[src/rtl/mpfq_pkg.sv]
// Package for the multilevel priority FIFO queue.
// Holds the sizes, the item and status types and the cell types.
// No dependencies.
package mpfq_pkg;

    localparam int LEVELS   = 10;
    localparam int ENTRIES  = 64;
    localparam int ID_BITS  = 16;
    localparam int LVL_BITS = 4;

    typedef enum logic [0:0] {
        OP_ENQ = 1'b0,
        OP_DEQ = 1'b1
    } t_op;

    typedef enum logic [1:0] {
        ST_ENQUEUED = 2'd0,
        ST_DEQUEUED = 2'd1,
        ST_EMPTY    = 2'd2,
        ST_FULL     = 2'd3
    } t_status;

    typedef struct packed {
        t_op                 operation;
        logic [ID_BITS-1:0]  item_id;
        logic [LVL_BITS-1:0] priority_req;
    } t_in_item;

    typedef struct packed {
        t_status             status;
        logic [ID_BITS-1:0]  out_item_id;
        logic [LVL_BITS-1:0] out_priority;
    } t_out_item;

    typedef struct packed {
        logic                valid;
        logic [LVL_BITS-1:0] lvl;
        logic [ID_BITS-1:0]  id;
    } t_entry;

    typedef struct packed {
        logic                enq;
        logic                deq;
        logic [LVL_BITS-1:0] lvl;
    } t_cell_ctl;

endpackage

[src/rtl/mpfq_cell.sv]
// One storage cell of the sorted queue chain.
// Depends on mpfq_pkg for the entry and control types.
module mpfq_cell (
    input  logic               i_clk,
    input  logic               i_rst_n,
    input  mpfq_pkg::t_cell_ctl i_ctl,
    input  mpfq_pkg::t_entry   i_new,
    input  mpfq_pkg::t_entry   i_left,
    input  logic               i_left_keep,
    input  mpfq_pkg::t_entry   i_right,
    output mpfq_pkg::t_entry   o_entry,
    output logic               o_keep
);
    import mpfq_pkg::*;

    t_entry r_entry;
    t_entry n_entry;

    // A cell keeps its item on an enqueue when the item ranks at or above the new one.
    assign o_keep  = r_entry.valid && (r_entry.lvl >= i_ctl.lvl);
    assign o_entry = r_entry;

    always_comb begin
        n_entry = r_entry;
        if (i_ctl.enq) begin
            if (!o_keep) begin
                n_entry = i_left_keep ? i_new : i_left;
            end
        end else if (i_ctl.deq) begin
            n_entry = i_right;
        end
    end

    always_ff @(posedge i_clk) begin
        if (!i_rst_n) begin
            r_entry.valid <= 1'b0;
        end else begin
            r_entry <= n_entry;
        end
    end

endmodule

[src/rtl/multilevel_priority_fifo_queue.sv]
// Top level of the multilevel priority FIFO queue.
// Depends on mpfq_pkg and mpfq_cell.
//
// The input channel carries one operation per item: an enqueue with an
// identifier and a priority, or a dequeue. The output channel returns one
// result item per input item, in order. Each channel uses valid and stall.
// Priorities above the top level are treated as the top level.
// The queue is a row of cells kept sorted by priority, highest at the head,
// with arrival order kept within a priority. An enqueue shifts the cells
// below its insertion point down by one; a dequeue takes the head cell and
// shifts the whole row up by one. Throughput is one item per cycle while
// the receiver does not stall; the output register is refilled in the same
// cycle that its result is taken. When the receiver stalls, the pending
// result holds and the input stalls. An enqueue into a full row is
// rejected with status full; a dequeue of an empty row returns status
// empty. Reset empties every cell and the output.
module multilevel_priority_fifo_queue (
    input  logic                i_clk,
    input  logic                i_rst_n,
    input  logic                i_in_valid,
    output logic                o_in_stall,
    input  mpfq_pkg::t_in_item  i_in_item,
    output logic                o_out_valid,
    input  logic                i_out_stall,
    output mpfq_pkg::t_out_item o_out_item
);
    import mpfq_pkg::*;

    t_entry              w_entry [ENTRIES];
    logic                w_keep  [ENTRIES];
    logic [ENTRIES-1:0]  w_valid;
    t_cell_ctl           w_ctl;
    t_entry              w_new;
    logic                w_in_acc;
    logic                w_full;
    logic                w_empty;
    logic [LVL_BITS-1:0] w_lvl;

    logic                r_out_valid;
    logic                n_out_valid;
    t_out_item           r_out_item;
    t_out_item           n_out_item;

    assign o_in_stall  = r_out_valid && i_out_stall;
    assign w_in_acc    = i_in_valid && !o_in_stall;
    assign w_full      = w_valid[ENTRIES-1];
    assign w_empty     = !w_valid[0];
    assign w_lvl       = (i_in_item.priority_req >= LVL_BITS'(LEVELS))
                       ? LVL_BITS'(LEVELS - 1) : i_in_item.priority_req;

    assign w_ctl.enq   = w_in_acc && (i_in_item.operation == OP_ENQ) && !w_full;
    assign w_ctl.deq   = w_in_acc && (i_in_item.operation == OP_DEQ) && !w_empty;
    assign w_ctl.lvl   = w_lvl;

    assign w_new.valid = 1'b1;
    assign w_new.lvl   = w_lvl;
    assign w_new.id    = i_in_item.item_id;

    for (genvar g = 0; g < ENTRIES; g++) begin : g_cell
        t_entry w_left;
        t_entry w_right;
        logic   w_left_keep;

        if (g == 0) begin : g_head
            assign w_left      = '0;
            assign w_left_keep = 1'b1;
        end else begin : g_body
            assign w_left      = w_entry[g-1];
            assign w_left_keep = w_keep[g-1];
        end

        if (g == ENTRIES - 1) begin : g_tail
            assign w_right = '0;
        end else begin : g_inner
            assign w_right = w_entry[g+1];
        end

        mpfq_cell u_cell (
            .i_clk       (i_clk),
            .i_rst_n     (i_rst_n),
            .i_ctl       (w_ctl),
            .i_new       (w_new),
            .i_left      (w_left),
            .i_left_keep (w_left_keep),
            .i_right     (w_right),
            .o_entry     (w_entry[g]),
            .o_keep      (w_keep[g])
        );

        assign w_valid[g] = w_entry[g].valid;
    end

    always_comb begin
        n_out_valid = r_out_valid;
        n_out_item  = r_out_item;
        if (w_in_acc) begin
            n_out_valid             = 1'b1;
            n_out_item.out_item_id  = '0;
            n_out_item.out_priority = '0;
            if (i_in_item.operation == OP_ENQ) begin
                n_out_item.status = w_full ? ST_FULL : ST_ENQUEUED;
            end else if (w_empty) begin
                n_out_item.status = ST_EMPTY;
            end else begin
                n_out_item.status       = ST_DEQUEUED;
                n_out_item.out_item_id  = w_entry[0].id;
                n_out_item.out_priority = w_entry[0].lvl;
            end
        end else if (!i_out_stall) begin
            n_out_valid = 1'b0;
        end
    end

    always_ff @(posedge i_clk) begin
        if (!i_rst_n) begin
            r_out_valid <= 1'b0;
        end else begin
            r_out_valid <= n_out_valid;
        end
    end

    always_ff @(posedge i_clk) begin
        r_out_item <= n_out_item;
    end

    assign o_out_valid = r_out_valid;
    assign o_out_item  = r_out_item;

`ifndef SYNTH
    a_valid_prefix: assert property (@(posedge i_clk) disable iff (!i_rst_n)
        ((w_valid + ENTRIES'(1)) & w_valid) == '0)
        else $error("Occupied cells do not form a prefix of the row.");

    a_result_follows: assert property (@(posedge i_clk) disable iff (!i_rst_n)
        w_in_acc |=> o_out_valid)
        else $error("Accepted item produced no result.");

    a_enq_grows: assert property (@(posedge i_clk) disable iff (!i_rst_n)
        w_ctl.enq |=> $countones(w_valid) == $countones($past(w_valid)) + 1)
        else $error("Enqueue did not add exactly one item.");

    a_deq_shrinks: assert property (@(posedge i_clk) disable iff (!i_rst_n)
        w_ctl.deq |=> $countones(w_valid) + 1 == $countones($past(w_valid)))
        else $error("Dequeue did not remove exactly one item.");

    a_head_is_top: assert property (@(posedge i_clk) disable iff (!i_rst_n)
        (w_entry[0].valid && w_entry[1].valid) |-> w_entry[0].lvl >= w_entry[1].lvl)
        else $error("Head item does not hold the highest priority.");
`endif

endmodule

[config.mk]
export PLATFORM = sky130hd
export DESIGN_NAME = multilevel_priority_fifo_queue
export DESIGN_NICKNAME = d
export VERILOG_FILES = /design/src/rtl/mpfq_pkg.sv /design/src/rtl/mpfq_cell.sv /design/src/rtl/multilevel_priority_fifo_queue.sv
export SDC_FILE = /design/constraint.sdc
export NUM_CORES = 2
export LEC_CHECK = 0
export ABC_AREA = 1
export ABC_CLOCK_PERIOD_IN_PS = 16900
export BUFFER_PORTS_ARGS = -buffer_cell sky130_fd_sc_hd__buf_2
export CAP_MARGIN = 10
export CORE_AREA = 4 4 426 428
export DETAILED_ROUTE_END_ITERATION = 10
export DIE_AREA = 0 0 430 432
export SKIP_CTS_REPAIR_TIMING = 1
export SLEW_MARGIN = 20
export SYNTH_ARGS = -nofsm -noshare
export SYNTH_HDL_FRONTEND = slang
export SYNTH_HIERARCHICAL = 1
export SYNTH_SLANG_ARGS = --single-unit
[constraint.sdc]
create_clock -name i_clk -period 16.9 [get_ports i_clk]
set_input_delay 3.38 -clock i_clk [delete_from_list [all_inputs] [get_ports i_clk]]
set_output_delay 3.38 -clock i_clk [all_outputs]
set_load 0.05 [all_outputs]
==> impl_metrics.csv <==
group,metric,value,unit
status,outcome,"finished clean",
worst_setup_path,slowest_stage,"buf_4",
routing,wl_met1,105,mm
place,numPortBuffers,48,
clock_network,cts_tree,"yes",
global_route,grt_max_degree,204,
routing,dr_wl_met2,105,mm
yosys,syn-mean-instance-area,8.30,sq um
die,pin_count,49,
routing,vias,66300,
power_and_ir_drop,leakagePower,34.5,nW
sta,fin_setup_tns,0,ns
worst_setup_path,cp_num_cells,17,
routing,antenna_left,0,
yosys,postSynthCellCount,9368,
routing,dr.first_iter.drc_count,7858,
clock_network,cts.sinks,1367,
worst_setup_path,crit_type,"primary input to register",
sta,hold_viol_final,0,
power_and_ir_drop,peakVddDrop,0.0963,mV
global_route,grt_use_total,24.6,%
final_layout,fin_area,84500,sq um
final_layout,drive_gt1_share,4.41,%
clock_network,clk_pin_slew,0.06,ns
worst_setup_path,cp_top_family,"buffers and inverters",
sta,fin_skew,0.0284,ns
worst_setup_path,cp_data_arrival_time,8.09,ns
power_and_ir_drop,power.density,101,nW/um^2
power_and_ir_drop,power,8.57,mW
routing,highest_layer,"met4",
worst_setup_path,reg2reg_setup_slack,11.86,ns
worst_setup_path,critical_path.cell_chain,"buf_6, o21ai_0, nand2_4, buf_4, buf_4, ha_1, nand4_1, nand3_1, nand2_1, inv_1, inv_1, nand2_1, nand3_1, o21ai_0, nand3_1, nand2_1, inv_1",
sta,setup-violations-final,0,
final_layout,final_cell_mix,"nand2_1, o21ai_0, edfxtp_1",
yosys,syn_area,77700,sq um
clock_network,clkLatencyLatePin,0.81,ns
die,die-area,186000,sq um
place,dpl.cell_count,11400,
worst_setup_path,max_stage_delay,0.63,ns
routing,routed_wl,236,mm
die,initial_core_util,43.7,%
final_layout,final_nets,9507,
worst_setup_path,r2r_cells,8,
yosys,yosysWarningCount,6,
final_layout,area_growth,8.73,%
global_route,overflow,0,
final_layout,post-route-util,47.5,%
worst_setup_path,r2r-end,"g_cell[40].u_cell/o_entry[6]",
final_layout,diodes,0,
worst_setup_path,cp_max_fo,56,
routing,wl_per_cell,20.2,um
place,dp_slack,8.79,ns
sta,fmax,135,MHz
worst_setup_path,worstPathRequired,17.61,ns
worst_setup_path,start_kind,"primary input",
sta,max_slew_margin,25.8,%
worst_setup_path,r2r-start,"g_cell[63].u_cell/o_entry[20]",
routing,drc_errors,0,
sta,hold_slack,0.537,ns
die,row_count,155,
sta,setup_ws,9.52,ns
worst_setup_path,end_kind,"register",
clock_network,cts.htree.levels,4,
die,coreArea,178000,sq um
place,gp_congestion,0.864,
clock_network,cts_buffer_depth,3,
place,dp_hpwl,156,mm
die,die_w,430,um
global_route,grt_pass1_vias,63400,
job,cap_violations,0,
worst_setup_path,cp-endpoint,"g_cell[52].u_cell/o_entry[20]",
sta,period_share,43.7,%
die,die_h,432,um
clock_network,root_buffer,"clkbuf_16",
sta,slew_violations,0,
worst_hold_path,hold_class,"register to register",
routing,viasPerCell,5.66,
global_route,grt_pass1_wl,368,mm
final_layout,final_common_cell,"nand2_1",
sta,worstMarginPinSlew,1.11,ns
clock_network,numCtsBuffers,157,
global_route,antenna_found_initial,0,
place,place_area,79300,sq um
worst_setup_path,worst-path-buf-inv,6,
final_layout,nFillCells,16900,
routing,wl_met3,20.0,mm
sta,min_period,7.38,ns
sta,rsz0062_at_grt,"false",
final_layout,final_cells,11700,
routing,first_pass_iters,8,
worst_setup_path,crit_start,"i_in_item[3]",
-- area by class of cell --
type / instances / area (sq um) / area share [%]
sequential: 1367 / 40400 / 47.8
multi-input combinational: 6736 / 32000 / 37.8
clock buffer: 203 / 4250 / 5.02
inverter: 858 / 3230 / 3.82
tap: 2355 / 2950 / 3.49
clock inverter: 90 / 926 / 1.10
timing repair buffer: 106 / 816 / 0.965
-- sequential cells by signal (all words and copies together) (netlist names) --
register               count
g_cell.u_cell/o_entry   1344
o_out_item                22
o_out_valid                1
-- metal layers --
metal	vias to the layer above	GRT usage, %
met1	31700	36.3
li1	31400	-
met3	389	3.35
met4	0	7.05
met5	-	0
met2	2924	38.0
-- worst register-to-register path, stage by stage (launching register included) --
cell	delay, ns
dfxtp_1	0.38
or2_2	0.35
nor2_4	0.47
buf_4	0.69
buf_12	0.52
buf_4	0.99
inv_1	0.55
nand2_1	0.19
and3_2	0.51
-- worst min path at each step --
stage	start	end	slack, ns	cells after the start
global placement	o_out_valid	o_out_valid	0.50	2
finish	o_out_valid	o_out_valid	0.54	2
CTS	g_cell[63].u_cell/o_entry[1]	g_cell[62].u_cell/o_entry[1]	0.53	2
global route	g_cell[63].u_cell/o_entry[5]	g_cell[62].u_cell/o_entry[5]	0.56	2
detailed placement	g_cell[63].u_cell/o_entry[1]	g_cell[62].u_cell/o_entry[1]	0.52	2
floorplan	g_cell[63].u_cell/o_entry[0]	g_cell[62].u_cell/o_entry[0]	0.51	2
-- report_power, final --
| group | switching, mW | internal (mW) | total [mW] | leakage [nW] |
|---|---|---|---|---|
| clock network | 1.44 | 2.02 | 3.46 | 2.50 |
| logic | 0.774 | 0.292 | 1.07 | 19.5 |
| registers | 0.123 | 3.92 | 4.04 | 12.5 |
(Power assumes the default switching activity.)
